### src/hdl/plc_pkg.sv
// ----------------------------------------------------------------------------
// plc_pkg
// Shared widths, codes and state type for the piecewise-linear calibration
// block.
// ----------------------------------------------------------------------------
`default_nettype none

package plc_pkg;

   localparam int MAX_POINTS_DEF = 16;

   localparam int KIND_W     = 2;
   localparam int PIDX_W     = 4;
   localparam int CODE_W     = 16;
   localparam int VPP_W      = 24;
   localparam int CNT_W      = 5;
   localparam int STATUS_W   = 2;
   localparam int REQ_DATA_W = 48;
   localparam int RSP_DATA_W = 40;

   // divider: quotient never reaches 2**DIV_STEPS
   localparam int DIV_STEPS  = 24;
   localparam int PROD_W     = VPP_W + CODE_W;
   localparam int DVD_W      = PROD_W + 2;
   localparam int DVS_W      = VPP_W + 1;
   localparam int DCNT_W     = 5;

   localparam logic [KIND_W-1:0] KIND_WRITE = 2'd0;
   localparam logic [KIND_W-1:0] KIND_C2V   = 2'd1;
   localparam logic [KIND_W-1:0] KIND_V2C   = 2'd2;

   localparam logic [STATUS_W-1:0] ST_OK      = 2'd0;
   localparam logic [STATUS_W-1:0] ST_INVALID = 2'd1;
   localparam logic [STATUS_W-1:0] ST_RANGE   = 2'd2;

   typedef enum logic [2:0] {
      S_IDLE,
      S_SCAN,
      S_EVAL,
      S_MUL,
      S_LOAD,
      S_DIV,
      S_DONE
   } state_type;

endpackage

`default_nettype wire

### src/hdl/piecewise_linear_calibration.sv
// ----------------------------------------------------------------------------
// piecewise_linear_calibration
// Calibration curve table with code-to-voltage and voltage-to-code lookup by
// linear interpolation; one shared restoring divider does the rounding divide.
// ----------------------------------------------------------------------------
// A write, an unused kind or a query on a bad point count is answered in the next
//   cycle, one input beat per cycle while the result side keeps up.
// A query scans point_count entries, one per cycle, then evaluates; on a failed
//   check or a flat segment it answers from there, else it first goes through multiply,
//   divider load and 24 divide steps. Input is ready again once the response slot is free.
// Reset (synchronous, active high) clears point_count, valid bits and result valid flag.
`default_nettype none

module piecewise_linear_calibration #(
   parameter int MAX_POINTS = plc_pkg::MAX_POINTS_DEF
) (
   input  wire logic                                clock,
   input  wire logic                                reset,
   input  wire logic                                csr_wr_en,
   input  wire logic [plc_pkg::CNT_W-1:0]           csr_wr_data,   // point_count
   input  wire logic                                req_tvalid,
   output logic                                     req_tready,
   input  wire logic [plc_pkg::REQ_DATA_W-1:0]      req_tdata,     // point_index, code_in, vpp_in
   input  wire logic [plc_pkg::KIND_W-1:0]          req_tuser,     // kind
   output logic                                     rsp_tvalid,
   input  wire logic                                rsp_tready,
   output logic [plc_pkg::RSP_DATA_W-1:0]           rsp_tdata,     // vpp_out, code_out
   output logic [plc_pkg::STATUS_W-1:0]             rsp_tuser      // status
);

   localparam int IDX_W  = $clog2(MAX_POINTS);
   localparam int CODE_W = plc_pkg::CODE_W;
   localparam int VPP_W  = plc_pkg::VPP_W;
   localparam int CNT_W  = plc_pkg::CNT_W;
   localparam int NSTEP  = plc_pkg::DIV_STEPS;

   // input fields
   logic [plc_pkg::KIND_W-1:0] req_kind;
   logic [plc_pkg::PIDX_W-1:0] req_point_index;
   logic [CODE_W-1:0]          req_code_in;
   logic [VPP_W-1:0]           req_vpp_in;

   assign req_kind        = req_tuser;
   assign req_point_index = req_tdata[3:0];
   assign req_code_in     = req_tdata[19:4];
   assign req_vpp_in      = req_tdata[43:20];

   plc_pkg::state_type state_ff, state_in;

   logic [CNT_W-1:0] count_ff;
   logic [CNT_W-1:0] scan_ff, scan_in;
   logic [CNT_W-1:0] last_ff;

   // point table
   logic [CODE_W-1:0] code_mem_ff [MAX_POINTS];
   logic [VPP_W-1:0]  vpp_mem_ff  [MAX_POINTS];
   logic              vld_ff      [MAX_POINTS];
   logic [CODE_W-1:0] code_rd_ff;
   logic [VPP_W-1:0]  vpp_rd_ff;
   logic              vld_rd_ff;
   logic [IDX_W-1:0]  rd_addr;
   logic [IDX_W-1:0]  wr_addr;
   logic              wr_en;

   // scan registers
   logic [plc_pkg::KIND_W-1:0] kind_ff;
   logic [VPP_W-1:0]  key_ff;
   logic [VPP_W-1:0]  first_key_ff;
   logic [CODE_W-1:0] prev_c_ff, lo_c_ff, hi_c_ff;
   logic [VPP_W-1:0]  prev_v_ff, lo_v_ff, hi_v_ff;
   logic              found_ff;
   logic              bad_ff;

   // arithmetic registers
   logic [VPP_W-1:0]           mw_ff;
   logic [CODE_W-1:0]          mn_ff;
   logic [VPP_W-1:0]           den_ff;
   logic [VPP_W-1:0]           base_ff;
   logic [plc_pkg::PROD_W-1:0] prod_ff;
   logic [plc_pkg::DVS_W-1:0]  rem_ff;
   logic [plc_pkg::DVS_W-1:0]  dvs_ff;
   logic [NSTEP-1:0]           dvd_ff;
   logic [NSTEP-1:0]           q_ff;
   logic [plc_pkg::DCNT_W-1:0] div_cnt_ff;
   logic                       use_q_ff;
   logic [plc_pkg::STATUS_W-1:0] res_status_ff;
   logic [VPP_W-1:0]           res_vpp_ff;
   logic [CODE_W-1:0]          res_code_ff;

   // result register
   logic                         rsp_valid_ff, rsp_valid_in;
   logic [plc_pkg::STATUS_W-1:0] rsp_status_ff;
   logic [VPP_W-1:0]             rsp_vpp_ff;
   logic [CODE_W-1:0]            rsp_code_ff;

   // control and datapath nets
   logic              slot_free;
   logic              req_fire;
   logic              is_query;
   logic              cnt_ok;
   logic              start_scan;
   logic              imm_load;
   logic              done_load;
   logic              scan_last;
   logic              div_last;
   logic [CODE_W-1:0] cur_c;
   logic [VPP_W-1:0]  cur_v;
   logic [VPP_W-1:0]  cur_key;
   logic [VPP_W-1:0]  span;
   logic              range_err;
   logic              flat_seg;
   logic              eval_div;
   logic [plc_pkg::DVD_W-1:0] dividend;
   logic [plc_pkg::DVS_W:0]   trial;
   logic [plc_pkg::DVS_W:0]   diff;
   logic              q_bit;
   logic [VPP_W-1:0]  q_sum;

   assign slot_free  = !rsp_valid_ff || rsp_tready;
   assign req_fire   = req_tvalid && req_tready;
   assign is_query   = (req_kind == plc_pkg::KIND_C2V) || (req_kind == plc_pkg::KIND_V2C);
   assign cnt_ok     = (count_ff >= CNT_W'(2)) && (32'(count_ff) <= 32'(MAX_POINTS));
   assign start_scan = req_fire && is_query && cnt_ok;
   assign imm_load   = req_fire && !start_scan;
   assign scan_last  = (scan_ff == last_ff);
   assign div_last   = (div_cnt_ff == plc_pkg::DCNT_W'(NSTEP - 1));

   // entries never written read as zero
   assign cur_c   = vld_rd_ff ? code_rd_ff : '0;
   assign cur_v   = vld_rd_ff ? vpp_rd_ff  : '0;
   assign cur_key = (kind_ff == plc_pkg::KIND_C2V) ? VPP_W'(cur_c) : cur_v;

   assign span      = hi_v_ff - lo_v_ff;
   assign range_err = (key_ff < first_key_ff) || !found_ff;
   assign flat_seg  = (kind_ff == plc_pkg::KIND_V2C) && (span == '0);
   assign eval_div  = !bad_ff && !range_err && !flat_seg;

   assign dividend = {1'b0, prod_ff, 1'b0} + plc_pkg::DVD_W'(den_ff);
   assign trial    = {rem_ff, dvd_ff[NSTEP-1]};
   assign diff     = trial - {1'b0, dvs_ff};
   assign q_bit    = (trial >= {1'b0, dvs_ff});
   assign q_sum    = base_ff + q_ff;

   assign wr_en   = req_fire && (req_kind == plc_pkg::KIND_WRITE) &&
                    (32'(req_point_index) < 32'(MAX_POINTS));
   assign wr_addr = IDX_W'(req_point_index);

   // ---------------------------------------------------------------- FSM
   always_comb begin
      state_in = state_ff;
      unique case (state_ff)
         plc_pkg::S_IDLE: begin
            if (start_scan) state_in = plc_pkg::S_SCAN;
         end
         plc_pkg::S_SCAN: begin
            if (scan_last) state_in = plc_pkg::S_EVAL;
         end
         plc_pkg::S_EVAL: begin
            state_in = eval_div ? plc_pkg::S_MUL : plc_pkg::S_DONE;
         end
         plc_pkg::S_MUL:  state_in = plc_pkg::S_LOAD;
         plc_pkg::S_LOAD: state_in = plc_pkg::S_DIV;
         plc_pkg::S_DIV: begin
            if (div_last) state_in = plc_pkg::S_DONE;
         end
         plc_pkg::S_DONE: begin
            if (slot_free) state_in = plc_pkg::S_IDLE;
         end
         default: state_in = plc_pkg::S_IDLE;
      endcase
   end

   always_comb begin
      req_tready = 1'b0;
      done_load  = 1'b0;
      scan_in    = scan_ff;
      rd_addr    = '0;
      unique case (state_ff)
         plc_pkg::S_IDLE: begin
            req_tready = slot_free;
            scan_in    = '0;
         end
         plc_pkg::S_SCAN: begin
            scan_in = scan_ff + CNT_W'(1);
            // prefetch the next entry while this one is checked
            if (!scan_last) rd_addr = IDX_W'(scan_ff + CNT_W'(1));
         end
         plc_pkg::S_DONE: begin
            done_load = slot_free;
         end
         default: begin
            req_tready = 1'b0;
         end
      endcase
   end

   always_ff @(posedge clock) begin
      if (reset) begin
         state_ff <= plc_pkg::S_IDLE;
         count_ff <= '0;
         scan_ff  <= '0;
      end else begin
         state_ff <= state_in;
         scan_ff  <= scan_in;
         if (csr_wr_en) count_ff <= csr_wr_data;
      end
   end

   // ---------------------------------------------------------------- table
   always_ff @(posedge clock) begin
      if (wr_en) begin
         code_mem_ff[wr_addr] <= req_code_in;
         vpp_mem_ff[wr_addr]  <= req_vpp_in;
      end
      code_rd_ff <= code_mem_ff[rd_addr];
      vpp_rd_ff  <= vpp_mem_ff[rd_addr];
      vld_rd_ff  <= vld_ff[rd_addr];
   end

   always_ff @(posedge clock) begin
      if (reset) begin
         for (int i = 0; i < MAX_POINTS; i++) vld_ff[i] <= 1'b0;
      end else if (wr_en) begin
         vld_ff[wr_addr] <= 1'b1;
      end
   end

   // ---------------------------------------------------------------- datapath
   always_ff @(posedge clock) begin
      case (state_ff)
         plc_pkg::S_IDLE: begin
            if (req_fire) begin
               kind_ff  <= req_kind;
               key_ff   <= (req_kind == plc_pkg::KIND_C2V) ? VPP_W'(req_code_in) : req_vpp_in;
               last_ff  <= count_ff - CNT_W'(1);
               found_ff <= 1'b0;
               bad_ff   <= 1'b0;
            end
         end
         plc_pkg::S_SCAN: begin
            if (scan_ff == '0) begin
               first_key_ff <= cur_key;
            end else begin
               if ((cur_c <= prev_c_ff) || (cur_v < prev_v_ff)) bad_ff <= 1'b1;
               // keep the first segment whose upper end reaches the key
               if (!found_ff && (key_ff <= cur_key)) begin
                  found_ff <= 1'b1;
                  lo_c_ff  <= prev_c_ff;
                  lo_v_ff  <= prev_v_ff;
                  hi_c_ff  <= cur_c;
                  hi_v_ff  <= cur_v;
               end
            end
            prev_c_ff <= cur_c;
            prev_v_ff <= cur_v;
         end
         plc_pkg::S_EVAL: begin
            res_vpp_ff  <= '0;
            res_code_ff <= '0;
            use_q_ff    <= 1'b0;
            if (bad_ff) begin
               res_status_ff <= plc_pkg::ST_INVALID;
            end else if (range_err) begin
               res_status_ff <= plc_pkg::ST_RANGE;
            end else if (kind_ff == plc_pkg::KIND_C2V) begin
               res_status_ff <= plc_pkg::ST_OK;
               use_q_ff      <= 1'b1;
               mw_ff         <= span;
               mn_ff         <= key_ff[CODE_W-1:0] - lo_c_ff;
               den_ff        <= VPP_W'(hi_c_ff - lo_c_ff);
               base_ff       <= lo_v_ff;
            end else if (flat_seg) begin
               res_status_ff <= plc_pkg::ST_OK;
               res_code_ff   <= lo_c_ff;
            end else begin
               res_status_ff <= plc_pkg::ST_OK;
               use_q_ff      <= 1'b1;
               mw_ff         <= key_ff - lo_v_ff;
               mn_ff         <= hi_c_ff - lo_c_ff;
               den_ff        <= span;
               base_ff       <= VPP_W'(lo_c_ff);
            end
         end
         plc_pkg::S_MUL: begin
            prod_ff <= plc_pkg::PROD_W'(mw_ff) * plc_pkg::PROD_W'(mn_ff);
         end
         plc_pkg::S_LOAD: begin
            // quotient of (2*prod + den) / (2*den) rounds half up
            rem_ff     <= plc_pkg::DVS_W'(dividend[plc_pkg::DVD_W-1:NSTEP]);
            dvd_ff     <= dividend[NSTEP-1:0];
            dvs_ff     <= {den_ff, 1'b0};
            q_ff       <= '0;
            div_cnt_ff <= '0;
         end
         plc_pkg::S_DIV: begin
            rem_ff     <= q_bit ? diff[plc_pkg::DVS_W-1:0] : trial[plc_pkg::DVS_W-1:0];
            dvd_ff     <= {dvd_ff[NSTEP-2:0], 1'b0};
            q_ff       <= {q_ff[NSTEP-2:0], q_bit};
            div_cnt_ff <= div_cnt_ff + plc_pkg::DCNT_W'(1);
         end
         default: begin
            prod_ff <= prod_ff;
         end
      endcase
   end

   // ---------------------------------------------------------------- result
   always_comb begin
      rsp_valid_in = rsp_tready ? 1'b0 : rsp_valid_ff;
      if (imm_load || done_load) rsp_valid_in = 1'b1;
   end

   always_ff @(posedge clock) begin
      if (reset) rsp_valid_ff <= 1'b0;
      else       rsp_valid_ff <= rsp_valid_in;
   end

   always_ff @(posedge clock) begin
      if (imm_load) begin
         rsp_status_ff <= is_query ? plc_pkg::ST_INVALID : plc_pkg::ST_OK;
         rsp_vpp_ff    <= '0;
         rsp_code_ff   <= '0;
      end else if (done_load) begin
         rsp_status_ff <= res_status_ff;
         rsp_vpp_ff    <= (use_q_ff && (kind_ff == plc_pkg::KIND_C2V)) ? q_sum : res_vpp_ff;
         rsp_code_ff   <= (use_q_ff && (kind_ff == plc_pkg::KIND_V2C)) ?
                          q_sum[CODE_W-1:0] : res_code_ff;
      end
   end

   assign rsp_tvalid = rsp_valid_ff;
   assign rsp_tdata  = {rsp_code_ff, rsp_vpp_ff};
   assign rsp_tuser  = rsp_status_ff;

   // ---------------------------------------------------------------- checks
   a_busy_after_query: assert property (@(posedge clock) disable iff (reset)
      start_scan |=> !req_tready)
      else $error("input still ready after starting a query");

   a_fail_zero_data: assert property (@(posedge clock) disable iff (reset)
      (rsp_tvalid && (rsp_tuser != plc_pkg::ST_OK)) |-> (rsp_tdata == '0))
      else $error("failed query carries nonzero data");

   a_scan_bound: assert property (@(posedge clock) disable iff (reset)
      (state_ff == plc_pkg::S_SCAN) |-> (scan_ff <= last_ff))
      else $error("scan index ran past last point");

   a_rem_bound: assert property (@(posedge clock) disable iff (reset)
      (state_ff == plc_pkg::S_DIV) |-> (rem_ff < dvs_ff))
      else $error("divider remainder not below divisor");

endmodule

`default_nettype wire

### config.mk
export PLATFORM = sky130hd
export DESIGN_NAME = piecewise_linear_calibration
export DESIGN_NICKNAME = d
export VERILOG_FILES = /design/src/hdl/plc_pkg.sv /design/src/hdl/piecewise_linear_calibration.sv
export SDC_FILE = /design/constraint.sdc
export NUM_CORES = 2
export LEC_CHECK = 0
export BUFFER_PORTS_ARGS = -buffer_cell sky130_fd_sc_hd__clkbuf_2
export CORE_ASPECT_RATIO = 0.9
export CORE_UTILIZATION = 26
export DETAILED_ROUTE_END_ITERATION = 8
export PLACE_DENSITY_LB_ADDON = 0.08
export SYNTH_ARGS = -nofsm -noshare
export SYNTH_HDL_FRONTEND = slang
export SYNTH_SLANG_ARGS = --single-unit
export TNS_END_PERCENT = 5
### constraint.sdc
create_clock -name clock -period 13.4 [get_ports clock]
set_input_delay 1.34 -clock clock [delete_from_list [all_inputs] [get_ports clock]]
set_output_delay 1.34 -clock clock [all_outputs]
set_load 0.01 [all_outputs]
==> impl_metrics.json <==
{
  "outcome": "finished clean",
  "cts_resized": 0,
  "synth_cell_types": 85,
  "fin_area_mm2": 0.0750,
  "cpMostUsedCell": "fa_1",
  "die_area_mm2": 0.255,
  "wl_per_cell_um": 22.5,
  "p_total_mw": 9.95,
  "num-nets-final": 6053,
  "grt_max_degree": 90,
  "dp_hpwl_um": 136000,
  "final_core_util": 0.299,
  "grt_usage": 0.154,
  "cts_tree": "done",
  "internal-power_mw": 7.22,
  "clk_pin_slew_ns": 0.06,
  "wl_um": 197000,
  "power_density_mw_per_mm2": 133,
  "setup_viol": 0,
  "async_flop_share": 0,
  "seq_area_frac_synth": 0.522,
  "overflow": 0,
  "cts.sinks": 1179,
  "crit_required_ns": 13.97,
  "htreeDepth": 4,
  "postSynthAreaPerCell_um2": 12.6,
  "drcViolationCount": 0,
  "cp_top_family": "adder cells",
  "slew_viol_final": 0,
  "netSwitchingPower_mw": 2.73,
  "drt-initial-drc-count": 2153,
  "hold_violations": 0,
  "worstSetupStartpointType": "flop",
  "netlist_area_mm2": 0.0657,
  "fin_crit_sh": 0.558,
  "tightest_slew_ns": 1.06,
  "drive_gt1_frac": 0.114,
  "swShare": 0.275,
  "placed_area_mm2": 0.0703,
  "max_stage_delay_ns": 1.04,
  "crit_path_top_delay_cell": "edfxtp_1",
  "grt_pass1_vias": 42300,
  "cts_hold_buf": 0,
  "yosysWarnings": 0,
  "post-cts-setup-buffers": 0,
  "worst-path-buf-inv": 5,
  "synth_flop_cell": "edfxtp_1",
  "ys_ff_latch": 1179,
  "rsz0062_at_grt": "no",
  "maxSlewHeadroom": 0.293,
  "insertion_delay_ns": 0.81,
  "leakagePower_nw": 28.8,
  "portBuffers": 99,
  "synth_cells": 5214,
  "layout_min_cycle_time_ns": 7.47,
  "finalNonFillerCells": 8778,
  "dr.pass1.iters": 5,
  "root_buffer": "clkbuf_16",
  "holdWs_ns": 0.439,
  "antenna_found_initial": 14,
  "critical_path.cell_chain": "nand2_1 > fa_1 > inv_1 > fa_1 > inv_1 > fa_1 > inv_1 > fa_1 > fa_1 > inv_1 > fa_1 > inv_1 > ha_1 > a21o_1 > a21o_1 > a21oi_1 > o21ai_0 > a31o_2 > a22o_1 > a311o_1 > a41o_1 > and4_1 > nor3_1",
  "multiInputGateArea_mm2": 0.0286,
  "endpoint_kind": "flop",
  "place_ws_ns": 5.93,
  "die_w_um": 532,
  "max_freq_mhz": 134,
  "place_inst": 8522,
  "io_pins": 104,
  "cp.arrival_ns": 8.04,
  "finalWorstSetupSlack_ns": 5.93,
  "cts.path.max_buffers": 4,
  "power_frac_seq": 0.432,
  "power_frac_comb": 0.175,
  "cts_inserted_buffers": 148,
  "synth_edf_count": 1068,
  "viasPerCell": 4.56,
  "syn_to_final_growth_pct": 14.1,
  "skew_ns": 0.0721,
  "peakVddDrop_mv": 0.0967,
  "fillers": 25400,
  "grt_pass1_wl_um": 291000,
  "fp.dieH_um": 479,
  "regArea_mm2": 0.0343,
  "tns_ns": 0,
  "cap_violations": 0,
  "vias": 40000,
  "crit_fanout": 24,
  "row_count": 174,
  "p_clk_frac": 0.393,
  "start_util": 0.262,
  "ant_nets": 0,
  "coreArea_mm2": 0.251,
  "critPathKind": "reg2reg",
  "min-delay-path-class": "reg2reg",
  "synth_fp_nets": 5939,
  "gp_congestion": 0.793
}
## placed cells by master, fill, tap and decap left out, drive strengths merged, types with 37 or more instances in the layout
cell,synthesis,routed
a211oi,59,59
a21o,98,98
a21oi,171,171
a31oi,65,65
and2,260,260
and3,45,45
buf,29,71
clkbuf,177,290
clkinv,0,50
dfxtp,111,111
edfxtp,1068,1068
fa,313,313
ha,352,352
inv,578,579
mux2i,43,43
mux4,164,164
nand2,575,575
nand2b,37,37
nand3,59,59
nor2,210,210
nor2b,47,47
nor3,64,64
o21a,37,37
o21ai,170,170
xnor2,108,108
xor2,63,63
## state kept, by name, summed over array words and instances, names as in the netlist, 24 cells and up
| register | count |
|---|---|
| first_key_ff | 24 |
| rem_ff | 25 |
| prod_ff | 40 |
| vpp_mem_ff | 384 |
| rsp_vpp_ff | 24 |
| dvs_ff | 24 |
| vpp_rd_ff | 24 |
| key_ff | 24 |
| dvd_ff | 24 |
| den_ff | 24 |
| base_ff | 24 |
| lo_v_ff | 24 |
| code_mem_ff | 256 |
| hi_v_ff | 24 |
| q_ff | 24 |
| prev_v_ff | 24 |
| mw_ff | 24 |
## synth_stat cells, drive strengths merged (111+ instances only)
cell / instances / area share
inv: 578 / 0.033
fa: 313 / 0.095
nand2: 575 / 0.033
mux4: 164 / 0.056
a21oi: 171 / 0.013
and2: 260 / 0.025
dfxtp: 111 / 0.034
ha: 352 / 0.067
o21ai: 170 / 0.013
edfxtp: 1068 / 0.49
nor2: 210 / 0.012
clkbuf: 177 / 0.010
## power by group through the flow
stage,Combinational [mW],Clock [mW],Sequential [mW]
floorplan,1.22,0,4.32
global placement,1.78,0,4.39
detailed placement,1.78,0,4.39
CTS,1.78,4.05,4.31
global route,1.95,4.17,4.32
finish,1.74,3.91,4.30
## kinds of logic after synthesis
family | Yosys count | share of synthesized area
xor+xnor | 171 | 0.0228
flops | 1179 | 0.522
fa+ha+maj | 665 | 0.162
simple gates | 1407 | 0.104
buf+inv | 784 | 0.0451
compound gates | 780 | 0.0777
mux | 228 | 0.0664
## metal layers
metal,share of wire,track usage,up-vias,routed length (µm)
li1,-,-,18700,-
met1,0.47,0.211,20500,93300
met2,0.47,0.258,528,93400
met3,0.029,0.0194,252,5750
met4,0.023,0.0387,12,4550
met5,0.00035,0,-,69
## path summary, 6_finish.rpt
path                                         startpoint               endpoint  slack [ns]  cells past startpoint
worst max register to register       mn_ff[2]$_DFFE_PP_  prod_ff[39]$_DFFE_PP_        5.93                     23
worst min-delay path            prev_v_ff[13]$_DFFE_PP_  lo_v_ff[13]$_DFFE_PP_        0.44                      0
worst min register to register  prev_v_ff[13]$_DFFE_PP_  lo_v_ff[13]$_DFFE_PP_        0.44                      0
worst max-delay path                 mn_ff[2]$_DFFE_PP_  prod_ff[39]$_DFFE_PP_        5.93                     23
## layout make-up
type | instances | share of cell area
tap | 3344 | 0.0558
clock inverter | 64 | 0.00780
sequential | 1179 | 0.458
timing repair buffer | 170 | 0.0139
clock buffer | 191 | 0.0538
antenna | 1 | 0.0000334
multi-input combinational | 3251 | 0.382
inverter | 578 | 0.0289
(Power assumes the default switching activity.)
